$ cat src/rtl/rdl_pkg.sv
`timescale 1ns / 1ps
package rdl_pkg;

    localparam int MAX_GROUP    = 64;
    localparam int CORDIC_STEPS = 16;

    localparam logic [63:0] INV_TWO_PI_Q32 = 64'd683565276;
    localparam logic [63:0] TWO_PI_Q28     = 64'd1686629713;
    localparam logic signed [33:0] GAIN_Q30 = 34'sd652032874;

    // register indexes on the configuration port
    localparam logic [1:0] REG_MODE  = 2'd0;
    localparam logic [1:0] REG_GAP   = 2'd1;
    localparam logic [1:0] REG_CDIAG = 2'd2;

    // datapath operations
    localparam logic [4:0] OP_NONE     = 5'd0;
    localparam logic [4:0] OP_LOAD     = 5'd1;
    localparam logic [4:0] OP_SINGLE   = 5'd2;
    localparam logic [4:0] OP_MUL_ND   = 5'd3;
    localparam logic [4:0] OP_MUL_FIT  = 5'd4;
    localparam logic [4:0] OP_SET_R1   = 5'd5;
    localparam logic [4:0] OP_RING     = 5'd6;
    localparam logic [4:0] OP_MUL_CAP  = 5'd7;
    localparam logic [4:0] OP_CAP_CMP  = 5'd8;
    localparam logic [4:0] OP_CAP_STEP = 5'd9;
    localparam logic [4:0] OP_CAP_END  = 5'd10;
    localparam logic [4:0] OP_PHD_INIT = 5'd11;
    localparam logic [4:0] OP_PHD_STEP = 5'd12;
    localparam logic [4:0] OP_COR_INIT = 5'd13;
    localparam logic [4:0] OP_COR_STEP = 5'd14;
    localparam logic [4:0] OP_COR_END  = 5'd15;
    localparam logic [4:0] OP_MUL_PT   = 5'd16;
    localparam logic [4:0] OP_FIELD    = 5'd17;
    localparam logic [4:0] OP_ADVANCE  = 5'd18;

    typedef struct packed {
        logic [4:0] op;
        logic [4:0] step;
    } rdl_cmd_t;

    typedef struct packed {
        logic in_zero;
        logic in_one;
        logic mode;
        logic d_zero;
        logic last_point;
        logic last_in_ring;
    } rdl_status_t;

    // arctangent in 2^-32 turns
    function automatic logic [31:0] atan_turns(input logic [4:0] i);
        logic [31:0] v;
        case (i)
            5'd0:  v = 32'h20000000;
            5'd1:  v = 32'h12E4051E;
            5'd2:  v = 32'h09FB385B;
            5'd3:  v = 32'h051111D4;
            5'd4:  v = 32'h028B0D43;
            5'd5:  v = 32'h0145D7E1;
            5'd6:  v = 32'h00A2F61E;
            5'd7:  v = 32'h00517C55;
            5'd8:  v = 32'h0028BE53;
            5'd9:  v = 32'h00145F2F;
            5'd10: v = 32'h000A2F98;
            5'd11: v = 32'h000517CC;
            5'd12: v = 32'h00028BE6;
            5'd13: v = 32'h000145F3;
            5'd14: v = 32'h0000A2FA;
            5'd15: v = 32'h0000517D;
            5'd16: v = 32'h000028BE;
            5'd17: v = 32'h0000145F;
            5'd18: v = 32'h00000A30;
            5'd19: v = 32'h00000518;
            5'd20: v = 32'h0000028C;
            5'd21: v = 32'h00000146;
            5'd22: v = 32'h000000A3;
            5'd23: v = 32'h00000051;
            default: v = 32'h0;
        endcase
        return v;
    endfunction

endpackage

$ cat src/rtl/rdl_ctrl.sv
`timescale 1ns / 1ps
module rdl_ctrl (
    input  logic                aclk,
    input  logic                aresetn,
    input  logic                s_valid,
    output logic                s_ready,
    output logic                m_valid,
    input  logic                m_ready,
    input  rdl_pkg::rdl_status_t st,
    output rdl_pkg::rdl_cmd_t   cmd
);
    import rdl_pkg::*;

    localparam logic [4:0] ST_IDLE   = 5'd0;
    localparam logic [4:0] ST_SINGLE = 5'd1;
    localparam logic [4:0] ST_ND     = 5'd2;
    localparam logic [4:0] ST_FIT    = 5'd3;
    localparam logic [4:0] ST_SETR   = 5'd4;
    localparam logic [4:0] ST_RING   = 5'd5;
    localparam logic [4:0] ST_CAPM   = 5'd6;
    localparam logic [4:0] ST_CAPC   = 5'd7;
    localparam logic [4:0] ST_CAPS   = 5'd8;
    localparam logic [4:0] ST_CAPE   = 5'd9;
    localparam logic [4:0] ST_PHDI   = 5'd10;
    localparam logic [4:0] ST_PHD    = 5'd11;
    localparam logic [4:0] ST_CORI   = 5'd12;
    localparam logic [4:0] ST_COR    = 5'd13;
    localparam logic [4:0] ST_CORE   = 5'd14;
    localparam logic [4:0] ST_PM     = 5'd15;
    localparam logic [4:0] ST_PF     = 5'd16;
    localparam logic [4:0] ST_OUT    = 5'd17;

    localparam logic [4:0] COR_LAST = 5'(CORDIC_STEPS - 1);
    localparam logic [4:0] PHD_LAST = 5'd31;
    localparam logic [4:0] CAP_LAST = 5'd6;
    localparam logic [4:0] PT_LAST  = 5'd3;

    logic [4:0] state_reg, state_next;
    logic [4:0] step_reg, step_next;

    assign s_ready = (state_reg == ST_IDLE);
    assign m_valid = (state_reg == ST_OUT);

    always_comb begin
        state_next = state_reg;
        step_next  = step_reg;
        cmd.op     = OP_NONE;
        cmd.step   = step_reg;
        case (state_reg)
            ST_IDLE: begin
                if (s_valid) begin
                    cmd.op = OP_LOAD;
                    if (st.in_zero) state_next = ST_IDLE;
                    else if (st.in_one) state_next = ST_SINGLE;
                    else if (st.mode) state_next = ST_RING;
                    else state_next = ST_ND;
                end
            end
            ST_SINGLE: begin
                cmd.op = OP_SINGLE;
                state_next = ST_OUT;
            end
            ST_ND: begin
                cmd.op = OP_MUL_ND;
                state_next = ST_FIT;
            end
            ST_FIT: begin
                cmd.op = OP_MUL_FIT;
                state_next = ST_SETR;
            end
            ST_SETR: begin
                cmd.op = OP_SET_R1;
                state_next = ST_PHDI;
            end
            ST_RING: begin
                cmd.op = OP_RING;
                state_next = st.d_zero ? ST_PHDI : ST_CAPM;
            end
            ST_CAPM: begin
                cmd.op = OP_MUL_CAP;
                state_next = ST_CAPC;
            end
            ST_CAPC: begin
                cmd.op = OP_CAP_CMP;
                step_next = '0;
                state_next = ST_CAPS;
            end
            ST_CAPS: begin
                cmd.op = OP_CAP_STEP;
                step_next = step_reg + 5'd1;
                if (step_reg == CAP_LAST) state_next = ST_CAPE;
            end
            ST_CAPE: begin
                cmd.op = OP_CAP_END;
                state_next = ST_PHDI;
            end
            ST_PHDI: begin
                cmd.op = OP_PHD_INIT;
                step_next = '0;
                state_next = ST_PHD;
            end
            ST_PHD: begin
                cmd.op = OP_PHD_STEP;
                step_next = step_reg + 5'd1;
                if (step_reg == PHD_LAST) state_next = ST_CORI;
            end
            ST_CORI: begin
                cmd.op = OP_COR_INIT;
                step_next = '0;
                state_next = ST_COR;
            end
            ST_COR: begin
                cmd.op = OP_COR_STEP;
                step_next = step_reg + 5'd1;
                if (step_reg == COR_LAST) state_next = ST_CORE;
            end
            ST_CORE: begin
                cmd.op = OP_COR_END;
                step_next = '0;
                state_next = ST_PM;
            end
            ST_PM: begin
                cmd.op = OP_MUL_PT;
                state_next = ST_PF;
            end
            ST_PF: begin
                cmd.op = OP_FIELD;
                if (step_reg == PT_LAST) begin
                    state_next = ST_OUT;
                end else begin
                    step_next  = step_reg + 5'd1;
                    state_next = ST_PM;
                end
            end
            ST_OUT: begin
                if (m_ready) begin
                    cmd.op = OP_ADVANCE;
                    if (st.last_point) state_next = ST_IDLE;
                    else if (st.last_in_ring) state_next = ST_RING;
                    else state_next = ST_CORI;
                end
            end
            default: state_next = ST_IDLE;
        endcase
    end

    always_ff @(posedge aclk) begin
        if (!aresetn) begin
            state_reg <= ST_IDLE;
            step_reg  <= '0;
        end else begin
            state_reg <= state_next;
            step_reg  <= step_next;
        end
    end

endmodule

$ cat config.mk
export PLATFORM = sky130hd
export DESIGN_NAME = rdl_ctrl
export DESIGN_NICKNAME = d
export VERILOG_FILES = /design/src/rtl/rdl_pkg.sv /design/src/rtl/rdl_ctrl.sv
export SDC_FILE = /design/constraint.sdc
export NUM_CORES = 1
export LEC_CHECK = 0
export BUFFER_PORTS_ARGS = -buffer_cell sky130_fd_sc_hd__buf_2
export CORE_MARGIN = 2
export CORE_UTILIZATION = 48
export CTS_CLUSTER_DIAMETER = 200
export DETAILED_ROUTE_END_ITERATION = 8
export PLACE_DENSITY = 0.74
export SKIP_LAST_GASP = 1
export SLEW_MARGIN = 20
export SYNTH_ARGS = -nofsm -noshare
export SYNTH_HDL_FRONTEND = slang
export SYNTH_SLANG_ARGS = --single-unit
$ cat constraint.sdc
create_clock -name aclk -period 1.9 [get_ports aclk]
set_clock_uncertainty 0.05 [all_clocks]
set_input_delay 0.19 -clock aclk [delete_from_list [all_inputs] [get_ports aclk]]
set_output_delay 0.19 -clock aclk [all_outputs]
set_load 0.05 [all_outputs]
==> flow_summary.ini, run 1 <==
[clock_network]
cts_buffers = 3
clock_sinks = 10
htreeDepth = 1
cts_tree = yes
cts_root_buf = clkbuf_4
cts.clk_slew.worst_paths_ns = 0.07
clock_path_buffers = 2
clock_latency_ns = 0.29

[run_status]
failed_checks = negative setup slack
status = finished, violations left

[global_routing]
grt_max_degree = 17
grt_pass1_vias = 1157
antenna_found_initial = 0
grtUsageTotal = 0.264
grt_pass1_wl_mm = 5.03
grt-ovfl-total = 0

[routing]
top_layer = met4
met1_length_mm = 1.44
wl_met2_mm = 1.61
ant_nets = 0
vias = 1233
drcViolationCount = 0
dr.pass1.iters = 4
routed_via_density = 5.76
drt_iter0_markers = 56
wl_met3_um = 134
routed_wl_mm = 3.25
routedWlPerCell_um = 15.2

[pwr]
power_density_mw_per_mm2 = 1460
power_uw = 2210
vdd_drop_max_v = 0.00104
cellLeakagePower_uw = 0.000668

[hold_path]
holdPathStages = 3
hp-start = aresetn
min_to = state_reg[3]$_SDFFE_PN0P_
hold_path.class = in -> reg

[floorplanning]
die_area_mm2 = 0.00255
core_area_mm2 = 0.00200
start_util = 0.518
ioPinCount = 22
die_w_um = 50.5
rows = 16
dieHeight_um = 50.5

[synth]
synthFlopType = dfxtp_1
yosys_warnings = 0
ys_ff_latch = 10
syn_area_mm2 = 0.00104
synth_nets = 155
ys_types = 51
netlist_instances = 141
async_flop_share = 0
ys_seq_area_frac = 0.193
synth-edff-count = 0
syn_area_per_cell_um2 = 7.36

[sta]
rsz0062_at_grt = true
layout_setup_ws_ns = -0.0221
hold_violations = 0
post-route-period-util = 1.01
period_minus_slack_ns = 1.92
max_clock_freq_mhz = 520
slew_headroom = 0.709
worst_slew_pin_slew_ns = 0.433
final-setup-viol-count = 1
report.final.slew_viol_count = 0
timing.hold.ws_ns = 0.112

[cells_and_area]
diodes = 0
syn_to_final_growth_pct = 46.3
fillCellCount = 160
fin_util = 0.758
num-nets-final = 202
drive_gt1_frac = 0.449
final_common_cell = buf_4
mostFrequentLayoutCells = 26 x buf_4, 19 x buf_2, 15 x nor2_1
final_cells = 214

[place]
portBuffers = 21
gp_congestion = 0.884
place_hpwl_mm = 2.37
dp_cells = 208
pre_cts_ws_ns = -0.0204

[run]
maxCapViolCount = 0

[setup_path]
ff2ff_path_depth = 6
crit_arrival_ns = 1.68
r2r_start = state_reg[4]$_SDFFE_PN0P_
cp_max_fo = 12
r2r_slack_ns = 0.01
critPathRequiredTime_ns = 1.66
end_kind = primary output
critPathLaunchType = flip-flop
worstSetupPathType = reg -> out
reg2reg_to = step_reg[1]$_SDFFE_PN0P_
timing repair:
item                       4_1_cts  5_1_grt
hold buffers                     0        0
setup endpoints to repair        8       10
pin swaps                        7        4
gates resized for setup         11        9
setup buffers                    2        0
where the power goes:
group | switching, uW | total, uW | internal, uW
clock | 92.1 | 169 | 76.6
combinational | 975 | 1730 | 755
sequential | 51.2 | 313 | 261
worst max-delay path by stage:
stage	startpoint	endpoint	slack (ns)	cells after the start
final	state_reg[2]$_SDFFE_PN0P_	cmd[5]	-0.02	6
after global routing	step_reg[0]$_SDFFE_PN0P_	state_reg[2]$_SDFFE_PN0P_	-0.1	8
after CTS	state_reg[2]$_SDFFE_PN0P_	cmd[5]	-0.06	6
after detailed placement	step_reg[0]$_SDFFE_PN0P_	state_reg[0]$_SDFFE_PN0P_	-0.02	8
after global placement	state_reg[4]$_SDFFE_PN0P_	state_reg[3]$_SDFFE_PN0P_	0.009	6
after floorplan	step_reg[0]$_SDFFE_PN0P_	state_reg[0]$_SDFFE_PN0P_	-0.01	8
per-layer routing:
layer,vias up,GRT usage
met4,0,0.0991
met5,-,0
li1,600,-
met3,7,0.0179
met2,46,0.461
met1,580,0.339
Yosys cell counts, types with 2 or more instances:
| cell type | count | area, um^2 |
|---|---|---|
| nor2b_1 | 5 | 31.3 |
| or3_1 | 3 | 18.8 |
| nand3_1 | 7 | 35.0 |
| or2_2 | 4 | 25.0 |
| nand2b_1 | 6 | 37.5 |
| dfxtp_1 | 10 | 200 |
| nor3_1 | 3 | 15.0 |
| ha_1 | 4 | 50.1 |
| buf_6 | 3 | 33.8 |
| a21o_1 | 2 | 15.0 |
| o21ai_0 | 3 | 15.0 |
| inv_1 | 9 | 33.8 |
| a21oi_1 | 7 | 35.0 |
| mux2i_1 | 2 | 20.0 |
| o32a_1 | 2 | 20.0 |
| a22o_1 | 2 | 17.5 |
| clkbuf_1 | 4 | 15.0 |
| o31ai_1 | 2 | 15.0 |
| nor4_1 | 2 | 12.5 |
| nor2_1 | 16 | 60.1 |
| or3_4 | 2 | 22.5 |
| and2_1 | 2 | 12.5 |
| xnor2_1 | 3 | 26.3 |
| nand2_1 | 10 | 37.5 |
| nor4b_1 | 2 | 17.5 |
cells by family after synthesis:
| kind of cell | after synthesis | share of synthesized area |
|---|---|---|
| adders and majority gates | 4 | 0.0483 |
| and+or+nand+nor | 69 | 0.366 |
| muxes | 3 | 0.0302 |
| AOI/OAI and AO/OA | 33 | 0.241 |
| xor gates and xnor gates | 4 | 0.0338 |
| buffers and inverters | 18 | 0.0880 |
| DFF | 10 | 0.193 |
area by class of cell:
| class | count | area, um^2 | area share |
|---|---|---|---|
| timing repair buffer | 51 | 372 | 0.245 |
| multi-input combinational | 113 | 838 | 0.552 |
| clock inverter | 1 | 3.75 | 0.00247 |
| clock buffer | 3 | 22.5 | 0.0148 |
| tap | 27 | 33.8 | 0.0223 |
| inverter | 9 | 33.8 | 0.0223 |
| sequential | 10 | 214 | 0.141 |
metrics by stage:
step	area, um^2	setup TNS (ns)
2_1_floorplan	1070	-0.0120
3_3_place_gp	1390	0
3_5_place_dp	1390	-0.0246
4_1_cts	1480	-0.0913
5_1_grt	1520	-0.359
6_report	1520	-0.0221
worst max-delay path: stages (launching register included):
cell and delay, ns:
dfxtp_2 0.34, buf_6 0.15, or3_1 0.40, buf_4 0.17
nor3_2 0.12, nor3_2 0.07, buf_6 0.15
No activity file was read; power rests on OpenSTA's default activity.
==> run 2: changes to the inputs <==
--- a/config.mk
+++ b/config.mk
@@ -7,10 +7,10 @@
 export LEC_CHECK = 0
 export BUFFER_PORTS_ARGS = -buffer_cell sky130_fd_sc_hd__buf_2
 export CORE_MARGIN = 2
-export CORE_UTILIZATION = 48
+export CORE_UTILIZATION = 54
 export CTS_CLUSTER_DIAMETER = 200
 export DETAILED_ROUTE_END_ITERATION = 8
-export PLACE_DENSITY = 0.74
+export PLACE_DENSITY = 0.79
 export SKIP_LAST_GASP = 1
 export SLEW_MARGIN = 20
 export SYNTH_ARGS = -nofsm -noshare
==> constraint.sdc (replaced) <==
create_clock -name aclk -period 2 [get_ports aclk]
set_clock_uncertainty 0.05 [all_clocks]
set_input_delay 0.2 -clock aclk [delete_from_list [all_inputs] [get_ports aclk]]
set_output_delay 0.2 -clock aclk [all_outputs]
set_load 0.05 [all_outputs]
==> flow_summary.ini, run 2 (synthesized netlist as in run 1, its figures left out) <==
[sta]
max_clock_freq_mhz = 519
report.final.slew_viol_count = 0
period_minus_slack_ns = 1.93
layout_setup_ws_ns = 0.0720
hold_violations = 0
slew_headroom = 0.702
post-route-period-util = 0.964
finalSetupTns_ns = 0
worst_slew_pin_slew_ns = 0.443
final-setup-viol-count = 0

[global_routing]
grt_pass1_wl_mm = 4.60
grt-ovfl-total = 0
grt_max_degree = 17
top_usage_layer = met2
grt_pass1_vias = 1073
grt_util_met2 = 0.517
use_met1 = 0.357
grt_util_met3 = 0.00377
antenna_found_initial = 0
grtUsageTotal = 0.283

[run]
maxCapViolCount = 0

[setup_path]
critPathLaunchType = flip-flop
critPathMaxStageDelay_ns = 0.40
crit_family = simple AND/OR/NAND/NOR gates
cp_max_fo = 4
cp_cell_sequence = or3_4 > or3_4 > or3b_1 > o2111a_1 > o31ai_2
crit_arrival_ns = 2.05
critPathRequiredTime_ns = 2.12
end_kind = flip-flop
cp_common_cell = or3_4
crit_slowest_cell = or3_4
worstSetupPathType = reg -> reg
path_buf_inv = 0

[cells_and_area]
drive_gt1_frac = 0.406
fin_util = 0.794
syn_to_final_growth_pct = 35.0
fin_area_mm2 = 0.00140
num-nets-final = 195
final_common_cell = buf_4
mostFrequentLayoutCells = 23 x buf_4, 20 x buf_2, 16 x nor2_1
diodes = 0

[pwr]
cellLeakagePower_uw = 0.000613
power_density_mw_per_mm2 = 1390
vdd_drop_max_v = 0.000936

[clock_network]
cts_buffers = 3
clock_latency_ns = 0.26
cts_setup_buffers = 0
clock_path_buffers = 2
htreeDepth = 1
cts.clk_slew.worst_paths_ns = 0.07
cts_root_buf = clkbuf_4
clock_sinks = 10
cts_tree = yes

[run_status]
status = finished clean

[routing]
ant_nets = 0
routed_wl_mm = 2.98
vias = 1194
routed_via_density = 5.82
drcViolationCount = 0
routedWlPerCell_um = 14.5
drt_iter0_markers = 31
dr.pass1.iters = 4

[floorplanning]
core_area_mm2 = 0.00176
start_util = 0.588
die_w_um = 47.8
dieHeight_um = 47.8
rows = 15
die_area_mm2 = 0.00229
ioPinCount = 22

[hold_path]
hold_path.class = in -> reg

[place]
place_area_mm2 = 0.00133
pre_cts_ws_ns = 0.0351
gp_congestion = 0.967
place_hpwl_mm = 2.31
portBuffers = 21
-- run 2: per-stage QoR --
stage / total power, uW / hold slack (ns) / instances
floorplan: 1300 / 0.268 / 141
CTS: 1910 / 0.146 / 205
global route: 2050 / 0.172 / 205
finish: 1940 / 0.157 / 205
global placement: 1670 / 0.411 / 201
detailed placement: 1710 / 0.412 / 201
-- run 2: cell type report --
| class | instances | area [um^2] |
|---|---|---|
| Fill cell | 141 | 364 |
| Tap cell | 25 | 31.3 |
| Clock buffer | 4 | 36.3 |
| Inverter | 9 | 33.8 |
| Multi-Input combinational cell | 113 | 793 |
| Sequential cell | 10 | 213 |
| Timing Repair Buffer | 44 | 293 |
-- run 2: worst paths after layout --
path	from	endpoint	slack, ns	depth (start not counted)
max	state_reg[4]$_SDFFE_PN0P_	state_reg[2]$_SDFFE_PN0P_	0.07	5
min	aresetn	state_reg[2]$_SDFFE_PN0P_	0.16	3
min reg2reg	step_reg[3]$_SDFFE_PN0P_	step_reg[3]$_SDFFE_PN0P_	0.47	2
max reg2reg	state_reg[4]$_SDFFE_PN0P_	state_reg[2]$_SDFFE_PN0P_	0.07	5
-- run 2: per-layer routing --
metal  wire length [um]  up-vias
met5                  0        -
li1                   -      585
met2               1500       39
met1               1340      564
met3                113        6
met4                 26        0
-- run 2: where the power goes --
part	internal [uW]	total (uW)	leakage, uW	switching (uW)
logic	590	1440	0.000507	847
clock network	110	184	0.0000210	74.1
registers	252	323	0.0000852	71.5
-- run 2: timing repair --
| item | 4_1_cts | 5_1_grt |
|---|---|---|
| hold buffers | 0 | 0 |
| pin swaps | 0 | 6 |
| setup endpoints to repair | 1 | 7 |
| gates resized for setup | 2 | 8 |
| cloned | 0 | 0 |
-- run 2: worst reg2reg max path: stages (launching register included) --
cell and delay (ns):
dfxtp_2 0.34, or3_4 0.40, or3_4 0.35, or3b_1 0.35, o2111a_1 0.15, o31ai_2 0.21
